===== src/pdr_pkg.sv =====
`default_nettype none
// ----------------------------------------------------------------------------
// pdr_pkg: shared types and codes of the difficulty retarget block
// Holds the per-beat control word that travels with the data path and the
// configuration register indexes.
// ----------------------------------------------------------------------------
package pdr_pkg;

    localparam int CFG_IDX_W = 2;

    localparam logic [CFG_IDX_W-1:0] CFG_TIMESPAN    = 2'd0;
    localparam logic [CFG_IDX_W-1:0] CFG_LIMIT       = 2'd1;
    localparam logic [CFG_IDX_W-1:0] CFG_NO_RETARGET = 2'd2;

    localparam int COMPACT_W  = 32;
    localparam int TIMESPAN_W = 30;

    // control word carried alongside each beat
    typedef struct packed {
        logic                 valid;
        logic                 bypass;
        logic                 halve;
        logic                 zero_ts;
        logic [COMPACT_W-1:0] pass_bits;
    } ctl_t;

endpackage
`default_nettype wire


===== src/pdr_div_cell.sv =====
`default_nettype none
// ----------------------------------------------------------------------------
// pdr_div_cell: one restoring division step
// Shifts the top dividend bit into the remainder, subtracts the divisor when
// it fits and shifts the quotient bit into the bottom of the dividend word.
// ----------------------------------------------------------------------------
module pdr_div_cell #(
    parameter int TARGET_BITS = 256
) (
    input  wire                                clk,
    input  wire                                rst_n,
    input  wire                                adv,
    input  wire  [pdr_pkg::TIMESPAN_W-1:0]     divisor,
    input  pdr_pkg::ctl_t                      ctl_i,
    input  wire  [TARGET_BITS-1:0]             num_i,
    input  wire  [pdr_pkg::TIMESPAN_W-1:0]     rem_i,
    output pdr_pkg::ctl_t                      ctl_o,
    output logic [TARGET_BITS-1:0]             num_o,
    output logic [pdr_pkg::TIMESPAN_W-1:0]     rem_o
);

    localparam int RW = pdr_pkg::TIMESPAN_W + 1;

    logic [RW-1:0] trial;
    logic          fits;
    logic [RW-1:0] rem_next;

    pdr_pkg::ctl_t                   ctl_reg;
    logic [TARGET_BITS-1:0]          num_reg;
    logic [pdr_pkg::TIMESPAN_W-1:0]  rem_reg;

    always_comb
    begin
        trial    = {rem_i, num_i[TARGET_BITS-1]};
        fits     = trial >= {1'b0, divisor};
        rem_next = fits ? (trial - {1'b0, divisor}) : trial;
    end

    always_ff @(posedge clk or negedge rst_n)
    begin
        if (!rst_n)
            ctl_reg <= '0;
        else if (adv)
            ctl_reg <= ctl_i;
    end

    always_ff @(posedge clk)
    begin
        if (adv)
        begin
            num_reg <= {num_i[TARGET_BITS-2:0], fits};
            rem_reg <= rem_next[pdr_pkg::TIMESPAN_W-1:0];
        end
    end

    assign ctl_o = ctl_reg;
    assign num_o = num_reg;
    assign rem_o = rem_reg;

endmodule
`default_nettype wire


===== config.mk =====
export PLATFORM = sky130hd
export DESIGN_NAME = pdr_div_cell
export DESIGN_NICKNAME = d
export VERILOG_FILES = /design/src/pdr_pkg.sv /design/src/pdr_div_cell.sv
export SDC_FILE = /design/constraint.sdc
export NUM_CORES = 1
export LEC_CHECK = 0
export BUFFER_PORTS_ARGS = -buffer_cell sky130_fd_sc_hd__clkbuf_2
export CORE_AREA = 2 2 263 265
export DETAILED_ROUTE_END_ITERATION = 6
export DIE_AREA = 0 0 265 267
export GPL_ROUTABILITY_DRIVEN = 1
export HOLD_SLACK_MARGIN = 0.15
export PLACE_DENSITY = 0.36
export SYNTH_ARGS = -nofsm -noshare
export SYNTH_HDL_FRONTEND = slang
export SYNTH_SLANG_ARGS = --single-unit

===== constraint.sdc =====
create_clock -name clk -period 0.9 [get_ports clk]
set_clock_uncertainty 0.1 [all_clocks]
set_input_delay 0.09 -clock clk [delete_from_list [all_inputs] [get_ports clk]]
set_output_delay 0.09 -clock clk [all_outputs]
set_load 0.1 [all_outputs]

Word level (Yosys, flattened, before mapping)
Index checks and enable logic that the tools add are counted.
- register bits: 322
- latch bits: 0
- RAM bits: 0
- bits in read-only memories: 0
- input bits: 355
- output and inout port bits: 322
- word-level logic and storage cells: 10
- memories kept: 0
- add/subtract/negate cells: 1
- $mul: 0
- divide/modulo/power cells: 0
- order comparisons: 1
- equal/unequal tests: 0
- shifts and indexed selects: 0
- mux-type cells: 1
- bitwise gates (word level): 0
- reductions and logical operators: 0
- operators by type and width (kind ; count):
    greater-or-equal comparator 31 x 30 -> 1 bit ; 1
    two-way mux 30 bit ; 1
    subtractor 30 bit ; 1

Logic depth before layout (Yosys ltp)
Gate-level depths: netlist of run 1.
- word-level depth: 2
- mapped depth: 13
- depth with buffers taken out: 11

Worst setup path after synthesis of run 1
No wires, ideal clock.
- path kind: in2reg
- start: input port num_i[255]
- end: register rem_reg, in the netlist rem_o[24], data pin
- setup time: 257 ps
- arrival time: 2185 ps
- data required time: 543 ps
- path slack: -1642 ps
- stages on the path: 11
- path buffers: 0
- cells stage by stage: inv_1 -> ha_1 -> fa_1 -> nor2b_4 -> o31a_1 -> o21ai_2 -> a2111oi_1 -> o2111ai_1 -> a21oi_2 -> nand4_1 -> a32o_1
- cells in the longest elaborated chain, start to end: 2
- elaborated cells on any way between the ends: 3
- those cells by class: add/sub: 1; order compare: 1; mux: 1
- ends and longest elaborated chain (element ; line ; RTL):
    start: declaration ; pdr_div_cell.sv:15 ; input wire [TARGET_BITS-1:0] num_i,
    subtractor 30 bit or greater-or-equal comparator 31 x 30 -> 1 bit (tied branches) ; pdr_div_cell.sv:36, pdr_div_cell.sv:35 ;
    two-way mux 30 bit * ; pdr_div_cell.sv:36 ; rem_next = fits ? (trial - {1'b0, divisor}) : trial;
    net rem_next[24] ; pdr_div_cell.sv:26 ; logic [RW-1:0] rem_next;
    end signal: assignment ; pdr_div_cell.sv:52 ; rem_reg <= rem_next[pdr_pkg::TIMESPAN_W-1:0];
    end: declaration ; pdr_div_cell.sv:30 ; logic [pdr_pkg::TIMESPAN_W-1:0] rem_reg;
The timed path passes the listed nets; every way through them passes the cells marked *.
A chain may end at the register's enable or synchronous reset.

Worst setup path in the final report of run 1
Ends and elaborated chain as after synthesis.

==> reports/summary.md, run 1 <==
The type of the worst setup path was input pin to register. In this run the power density over the cells is 2000 nW/um^2. After filler insertion, the fill cell instance count of the layout stands at 6335. Yosys mapped a number of flops with a built-in enable equal to 286.

The run gives 505 as the number of DRC violations after detailed-routing iteration 0. The analysis attributes to cell leakage a power of 12.0 nW. In this run, the combinational gates consume 37.6% of the power.

Along the worst path, the maximum fanout reaches 4. Counting along the longest clock path gives a buffer depth of 3. The final reports fail on hold timing, setup timing.

The capture point of the worst reg-to-reg path was ctl_o[16]. After detailed routing, the average wire length per cell comes to 20.5 um. The run gives 0 as the number of nets with antenna violations after detailed routing. The worst reg-to-reg path cell count came out at 1. By area the synthesized netlist is led by edfxtp_1 70%, dfrtp_1 7.4%, mux2_2 3.4%. The slew at the pin with the worst max-slew slack was 0.404 ns. Of the total power, registers draw 33.7%. Counting flops with an async set or reset pin after synthesis yields a share of 11.2%. The tools report the root buffer cell as clkbuf_16.

The post-CTS clock slew at the launch and capture registers of the worst setup and hold paths was 0.05 ns; the net count of the finished layout was 2291. For the worst setup path, the data arrival time is 2.47 ns. The post-route netlist has 55.8% of its cells at a drive strength greater than 1. The flow ran to the end, but the final reports show violations.

For the post-layout worst setup margin, the log shows -1.37 ns. The logs give -183.68 ns for the setup TNS and 0.54 ns for the clock latency reported for the late side of the worst-skew pair. The tools report the count of mapped cells out of synthesis as 716. Pin placement for this block handled 677 I/O pins. Worst slack on hold paths: -0.245 ns.

The DRC violations left is 0. After detailed placement, the design holds a cell count of 2408. The tools report the cell-internal power as 36.0 mW. The tools report the final instance count without filler cells as 2826.

The maximum level of the CTS H-tree is 2. Detailed placement finished with a half-perimeter wire length of 46.6 mm. The number of buffer cells added on primary ports was 676. Number of library cell types mapped by synthesis: 65. Data on the critical path is required at its endpoint by 1.10 ns.

The area fraction of the dominant cell type after synthesis works out to 70.3%. Global routing finished with a remaining overflow of 0. The startpoint of the worst-slack reg-to-reg timing path is ctl_o[16]. The floorplan step set the die width to 265 um. The number of setup violations in the final report was 389; the proportion of synthesized chip area in sequential cells was 77.6%. The total of warnings raised by yosys is 0, and the slack of the worst reg-to-reg path is -0.08 ns. The most common cell in the synthesized netlist is edfxtp_1. The run gives 0.822 as the placer congestion estimate.

Relative to the synthesized area, the layout overhead comes to 132%. The run gives 1102 as the total nets after synthesis. TritonCTS built the clock tree.

For the core footprint, the log shows 68000 sq um. For the global-route wire length before repair, the log shows 81.0 mm. The number of antenna violations at the first check in global routing was 6; the number of cells on the worst hold path was 3. The run gives 11500 as the via count of the first global-routing pass. The mean instance size in the synthesized netlist came out at 17.1 sq um. Ranked by instance count, the synthesized netlist is headed by 286 x edfxtp_1, 45 x nand2_1, 39 x inv_1. The cell area after technology mapping came out at 12200 sq um.

For this configuration, the core starts out at a cell density of 18.0%. Before CTS, the worst setup slack after placement is -1.98 ns. For the worst IR drop on VDD, the log shows 1.48 mV.

For this run, the detailed router's first-pass iteration total came to 6. The worst hold path belongs to the class input pin to register. Final count of hold timing violations: 56.

The top cell type by total area after synthesis is edfxtp_1. The die extent in y is 267 um. Summed over all nets, the switching power comes to 20.8 mW. The tool flagged a number of max-cap violations equal to 0. Of the total power, the clock network draws 28.8%. Entering global routing, the biggest net connects 37 pins. The total of flip-flops plus latches after synthesis was 322. For this run, the leading register cell type out of synthesis is edfxtp_1. Using the TritonRoute via totals, the vias-per-cell ratio works out to 3.84.

The tools report the endpoint of the worst hold-timing path as rem_o[9]. Headroom to the max-slew limit came out at 72.8%. The routed layout has 10900 vias. The switching portion of total power came out at 36.6%. The final count of pins violating max slew is 0, and the maximum clock frequency is 441 MHz. For this design, the sink count on the clock tree is 322.

The worst path in the final design needs a cycle of 2.27 ns, including I/O delays and setup. Startpoint of the lowest-slack hold path: rem_i[8]. The utilization after layout is 41.8%, and the area enclosed by the die boundary is 70800 sq um.

The type of element launching the critical path was an input pin. The floorplan has 96 rows. In this run, CTS created clock tree buffers numbering 41.

The combined global-route utilization of all metal layers came out at 15.7%. For this block, the routed nets add up to 57.9 mm of wire. STA classifies the critical path endpoint as a register. Setup repair after global routing could not meet its margin everywhere. Of the available clock period, the critical path in the final layout requires 252%.
-- worst max-delay path by stage --
| stage | start | endpoint | cells after the start | slack [ns] |
|---|---|---|---|---|
| final | num_i[255] | rem_o[24] | 12 | -1.37 |
| after detailed placement | divisor[3] | rem_o[28] | 13 | -1.98 |
| after global placement | divisor[1] | rem_o[29] | 12 | -1.91 |
| after CTS | num_i[255] | rem_o[24] | 12 | -1.32 |
| after floorplan | divisor[9] | rem_o[24] | 10 | -1.49 |
| after global routing | num_i[255] | rem_o[24] | 12 | -1.41 |
-- logic make-up after synthesis --
group           synth area share [%]
xor+xnor                        1.65
simple gates                    4.38
buf+inv                         2.67
mux                             3.49
fa+ha+maj                       3.24
compound gates                  6.93
flops                           77.6
-- power groups by stage --
stage	clock (mW)	sequential (mW)	combinational, mW
finish	16.4	19.1	21.4
global placement	0	19.4	19.6
floorplan	0	28.2	1.79
detailed placement	0	19.4	19.6
CTS	17.0	19.2	21.3
global route	17.6	19.3	22.0
-- final cells by class --
type | count | area (sq um) | share of cell area, %
well taps | 882 | 1100 | 3.89
clock buffers | 59 | 1170 | 4.14
clock inverters | 17 | 161 | 0.569
repair buffers | 1172 | 13200 | 46.4
inverters | 39 | 164 | 0.577
flip-flops and latches | 322 | 9620 | 33.9
diodes | 6 | 15.0 | 0.0529
multi-input cells | 329 | 2960 | 10.4
-- worst max-delay path, stage by stage --
cell       delay [ns]
clkbuf_16        0.13
clkinv_8         0.04
ha_4             0.12
fa_2             0.22
nor2b_4          0.05
o31a_1           0.30
o21ai_2          0.21
a2111oi_4        0.11
o2111ai_2        0.30
a21oi_4          0.12
or4_1            0.54
a32o_1           0.23
-- flip-flops by register name, summed over array words and instances (netlist names) --
name	count
ctl_o	36
num_o	256
rem_o	30
-- metrics by stage --
stage	hold slack [ns]	total power, mW	area, sq um
finish	-0.245	56.8	28400
global route	-0.278	58.8	28400
CTS	-0.315	57.4	28000
detailed placement	-0.0163	39.0	23100
global placement	-0.0117	39.0	23100
floorplan	-0.306	30.0	12600
-- routing by layer --
| metal | vias up | share of wire [%] | track usage, % |
|---|---|---|---|
| met3 | 73 | 6.7 | 4.51 |
| met1 | 5282 | 36 | 17.0 |
| li1 | 5106 | - | - |
| met2 | 391 | 54 | 29.2 |
| met4 | 0 | 2.7 | 4.86 |
| met5 | - | 0 | 0 |
-- cell usage in the layout, fill, tap and decap left out, drive strengths merged, types with 12 or more instances in the layout --
cell type	instances
buf	506
clkbuf	412
dlygate4sd3	313
edfxtp	286
nand2	45
o21ai	44
inv	40
mux2	37
dfrtp	36
ha	30
a21oi	29
a21o	17
nor2	13
xor2	12
clkinv	12
-- repair_timing --
action / 4_1_cts / 5_1_grt
setup endpoints to repair: 389 / 425
hold buffers: 309 / 4
hold endpoints to repair: 644 / 402
cloned: 1 / 5
buffers inserted: 16 / 6
pin swaps: 28 / 29
gates resized for setup: 61 / 47
No activity file was read; power rests on OpenSTA's default activity.
==> run 2: changes to the inputs <==
--- a/config.mk
+++ b/config.mk
@@ -7,6 +7,7 @@
 export LEC_CHECK = 0
 export BUFFER_PORTS_ARGS = -buffer_cell sky130_fd_sc_hd__clkbuf_2
 export CORE_AREA = 2 2 263 265
+export CTS_BUF_LIST = sky130_fd_sc_hd__clkbuf_16
 export DETAILED_ROUTE_END_ITERATION = 6
 export DIE_AREA = 0 0 265 267
 export GPL_ROUTABILITY_DRIVEN = 1
==> reports/summary.md, run 2 (same netlist as run 1, synthesis figures left out) <==
Internal power comes to 35.4 mW. Required time of the critical path: 1.10 ns. The number of antenna violations at the first check in global routing is 6, and the final count of hold timing violations is 56. Detailed placement finished with a half-perimeter wire length of 46.6 mm.

Of all nets on the critical path, the largest fanout is 4. Switching portion of total power: 37.1%. The tools report the count of filler cells inserted in the layout as 6342.

The analysis attributes to net switching a power of 20.8 mW. The final count of pins violating max slew came out at 0. The post-route standard cell area excluding fillers was 28300 sq um; the core footprint was 68000 sq um. The fraction of layout cells with a size suffix above 1 was 55.5%.

The tools report the critical path capture point type as a register. After clock tree synthesis, the clock-pin slew on the worst setup and hold paths is 0.05 ns. The time the final worst path needs with I/O delays and setup was 2.28 ns; the worst IR drop on VDD was 1.44 mV.

The DRC violations left is 0, and the number of nets with antenna violations after detailed routing is 0. Summing all flip-flop and latch instances after layout gives 9620 sq um. The count of buffers added on input and output ports is 676.

Setup repair after global routing could not meet its margin everywhere. The share of total power dissipated in the clock network is 28.0%. The first global-routing pass estimated 80.9 mm of wire. TritonCTS built the clock tree. The floorplan step set the die width to 265 um. Summing all placed instances gives a cell area of 23100 sq um. In the final routed layout, each cell accounts on average for 20.5 um. Headroom to the max-slew limit came out at 72.9%. Via density per instance: 3.84. In the layout the commonest cells are 348 x clkbuf_2, 344 x buf_12, 313 x dlygate4sd3_1, 286 x edfxtp_1, 149 x buf_4. The clock latency reported for the late side of the worst-skew pair is 0.54 ns. The number of vias in the routed layout is 10900, and the number of flip-flops under the largest register name is 256.

The tools report the placement-stage worst setup slack as -1.98 ns. At the end of routability-driven placement, the weighted congestion stood at 0.822. The run gives 2.48 ns as the data arrival time of the critical path. The via count of the first global-routing pass came out at 11500.

The most frequent standard cell in the layout excluding fill and tap cells was clkbuf_2. The tools report the type of element launching the critical path as an input pin. Entering global routing, the biggest net connects 37 pins. Summed over all cells, the static leakage comes to 12.0 nW. Number of max-cap violations: 0. Adding up every negative setup slack in the final design gives -183.53 ns. The wire length reported by the detailed router was 57.8 mm. The flow ran to the end, but the final reports show violations.

The final reports fail on hold timing, setup timing. The tools report the post-layout worst setup margin as -1.38 ns. The path class of the lowest-slack min-delay path was input pin to register. The tree is rooted in a clkbuf_16.

The tools report the net count of the finished layout as 2291. The logs give 2826 for the final instance count without filler cells and -0.246 ns for the worst slack on hold paths. Combinational logic burns 38.0% of the power. In this run the core area contains 96 standard-cell rows. The total overflow left after global routing is 0. The maximum clock frequency was 438 MHz; the starting utilization of the core area was 18.0%.

From bottom edge to top edge, the die measures 267 um. Across all register-to-register paths, the minimum setup slack is -0.08 ns. Buffers inserted during clock tree synthesis total 41.

Slew at the pin with the worst max-slew slack: 0.402 ns. The logs give 70800 sq um for the area enclosed by the die boundary and 458 for the number of DRC violations after detailed-routing iteration 0. After detailed placement, the design holds a cell count of 2408.

The worst setup path is of the input pin to register kind. The tools report the combined global-route utilization of all metal layers as 15.7%. The buffer levels on the longest clock path is 3, and the maximum level of the CTS H-tree is 2. The pre-antenna-repair detailed-routing pass consisted of 5 iterations. Worst-path cell with the longest stage delay: or4_1. In this run, flip-flops and latches consume 34.0% of the power.

Setup violations remaining at the end of the flow were counted as 389. The worst path uses 253% of the clock period. Number of primary I/O pins: 677.

Traced cell by cell, the critical path runs through clkbuf_16, clkinv_8, ha_4, fa_2, nor2b_4, o31a_1, o21ai_2, a2111oi_4, o2111ai_2, a21oi_4, or4_1, a32o_1. Clock tree synthesis found a total of 322 sinks. In this run the power density over the cells is 1980 nW/um^2.

The synthesis-to-layout area growth works out to 132%. The area taken by multi-input logic gates is 2960 sq um, and the largest stage delay on the critical path is 0.54 ns.
==> run 2: per-stage QoR <==
step | hold WS (ns) | power (mW) | util (%)
global route | -0.278 | 58.2 | 41.7
finish | -0.246 | 56.2 | 41.7
detailed placement | -0.0163 | 39.0 | 34.0
global placement | -0.0117 | 39.0 | 34.0
floorplan | -0.306 | 30.0 | -
CTS | -0.315 | 56.7 | 41.1
==> run 2: power by group through the flow <==
stage / Sequential, mW / Combinational, mW / Clock, mW
5_1_grt: 19.3 / 22.0 / 16.9
6_report: 19.1 / 21.4 / 15.7
4_1_cts: 19.2 / 21.3 / 16.3
3_5_place_dp: 19.4 / 19.6 / 0
3_3_place_gp: 19.4 / 19.6 / 0
2_1_floorplan: 28.2 / 1.79 / 0
==> run 2: what timing repair did <==
| item | 4_1_cts | 5_1_grt |
|---|---|---|
| cloned | 1 | 5 |
| hold buffers | 309 | 4 |
| pin swaps | 28 | 29 |
| endpoints found under the setup margin | 389 | 425 |
| hold endpoints to repair | 644 | 402 |
| gates resized for setup | 61 | 47 |
| buffers inserted | 16 | 6 |
==> run 2: per-layer routing <==
metal  global-route usage [%]  part of all wire (%)  vias up
li1                         -                     -     5105
met1                     17.1                    37     5289
met2                     29.2                    54      383
met3                     4.40                   6.4       73
met4                     4.83                   2.7        0
met5                        0                     0        -
==> run 2: final cells by class <==
class	count	area share [%]
multi-input combinational	329	10.5
antenna	6	0.0530
timing repair buffer	1172	46.5
sequential	322	34.0
clock buffer	42	3.71
clock inverter	34	0.795
inverter	39	0.579
tap	882	3.90
==> run 2: path summary, 6_finish.rpt <==
kind	start	to	cells past startpoint
hold / removal	rem_i[8]	rem_o[9]	3
hold reg to reg	ctl_o[18]	ctl_o[18]	1
setup reg to reg	ctl_o[16]	ctl_o[16]	1
setup / recovery	num_i[255]	rem_o[24]	12
min in group asynchronous	rst_n	ctl_o[14]	4
max in group asynchronous	rst_n	ctl_o[15]	4
==> run 2: critical path, delay by kind of cell <==
kind	cells	cell delay, ns
and+or+nand+nor	2	0.59
adders and majority gates	2	0.34
AOI/OAI and AO/OA	6	1.28
buffers and inverters	2	0.17
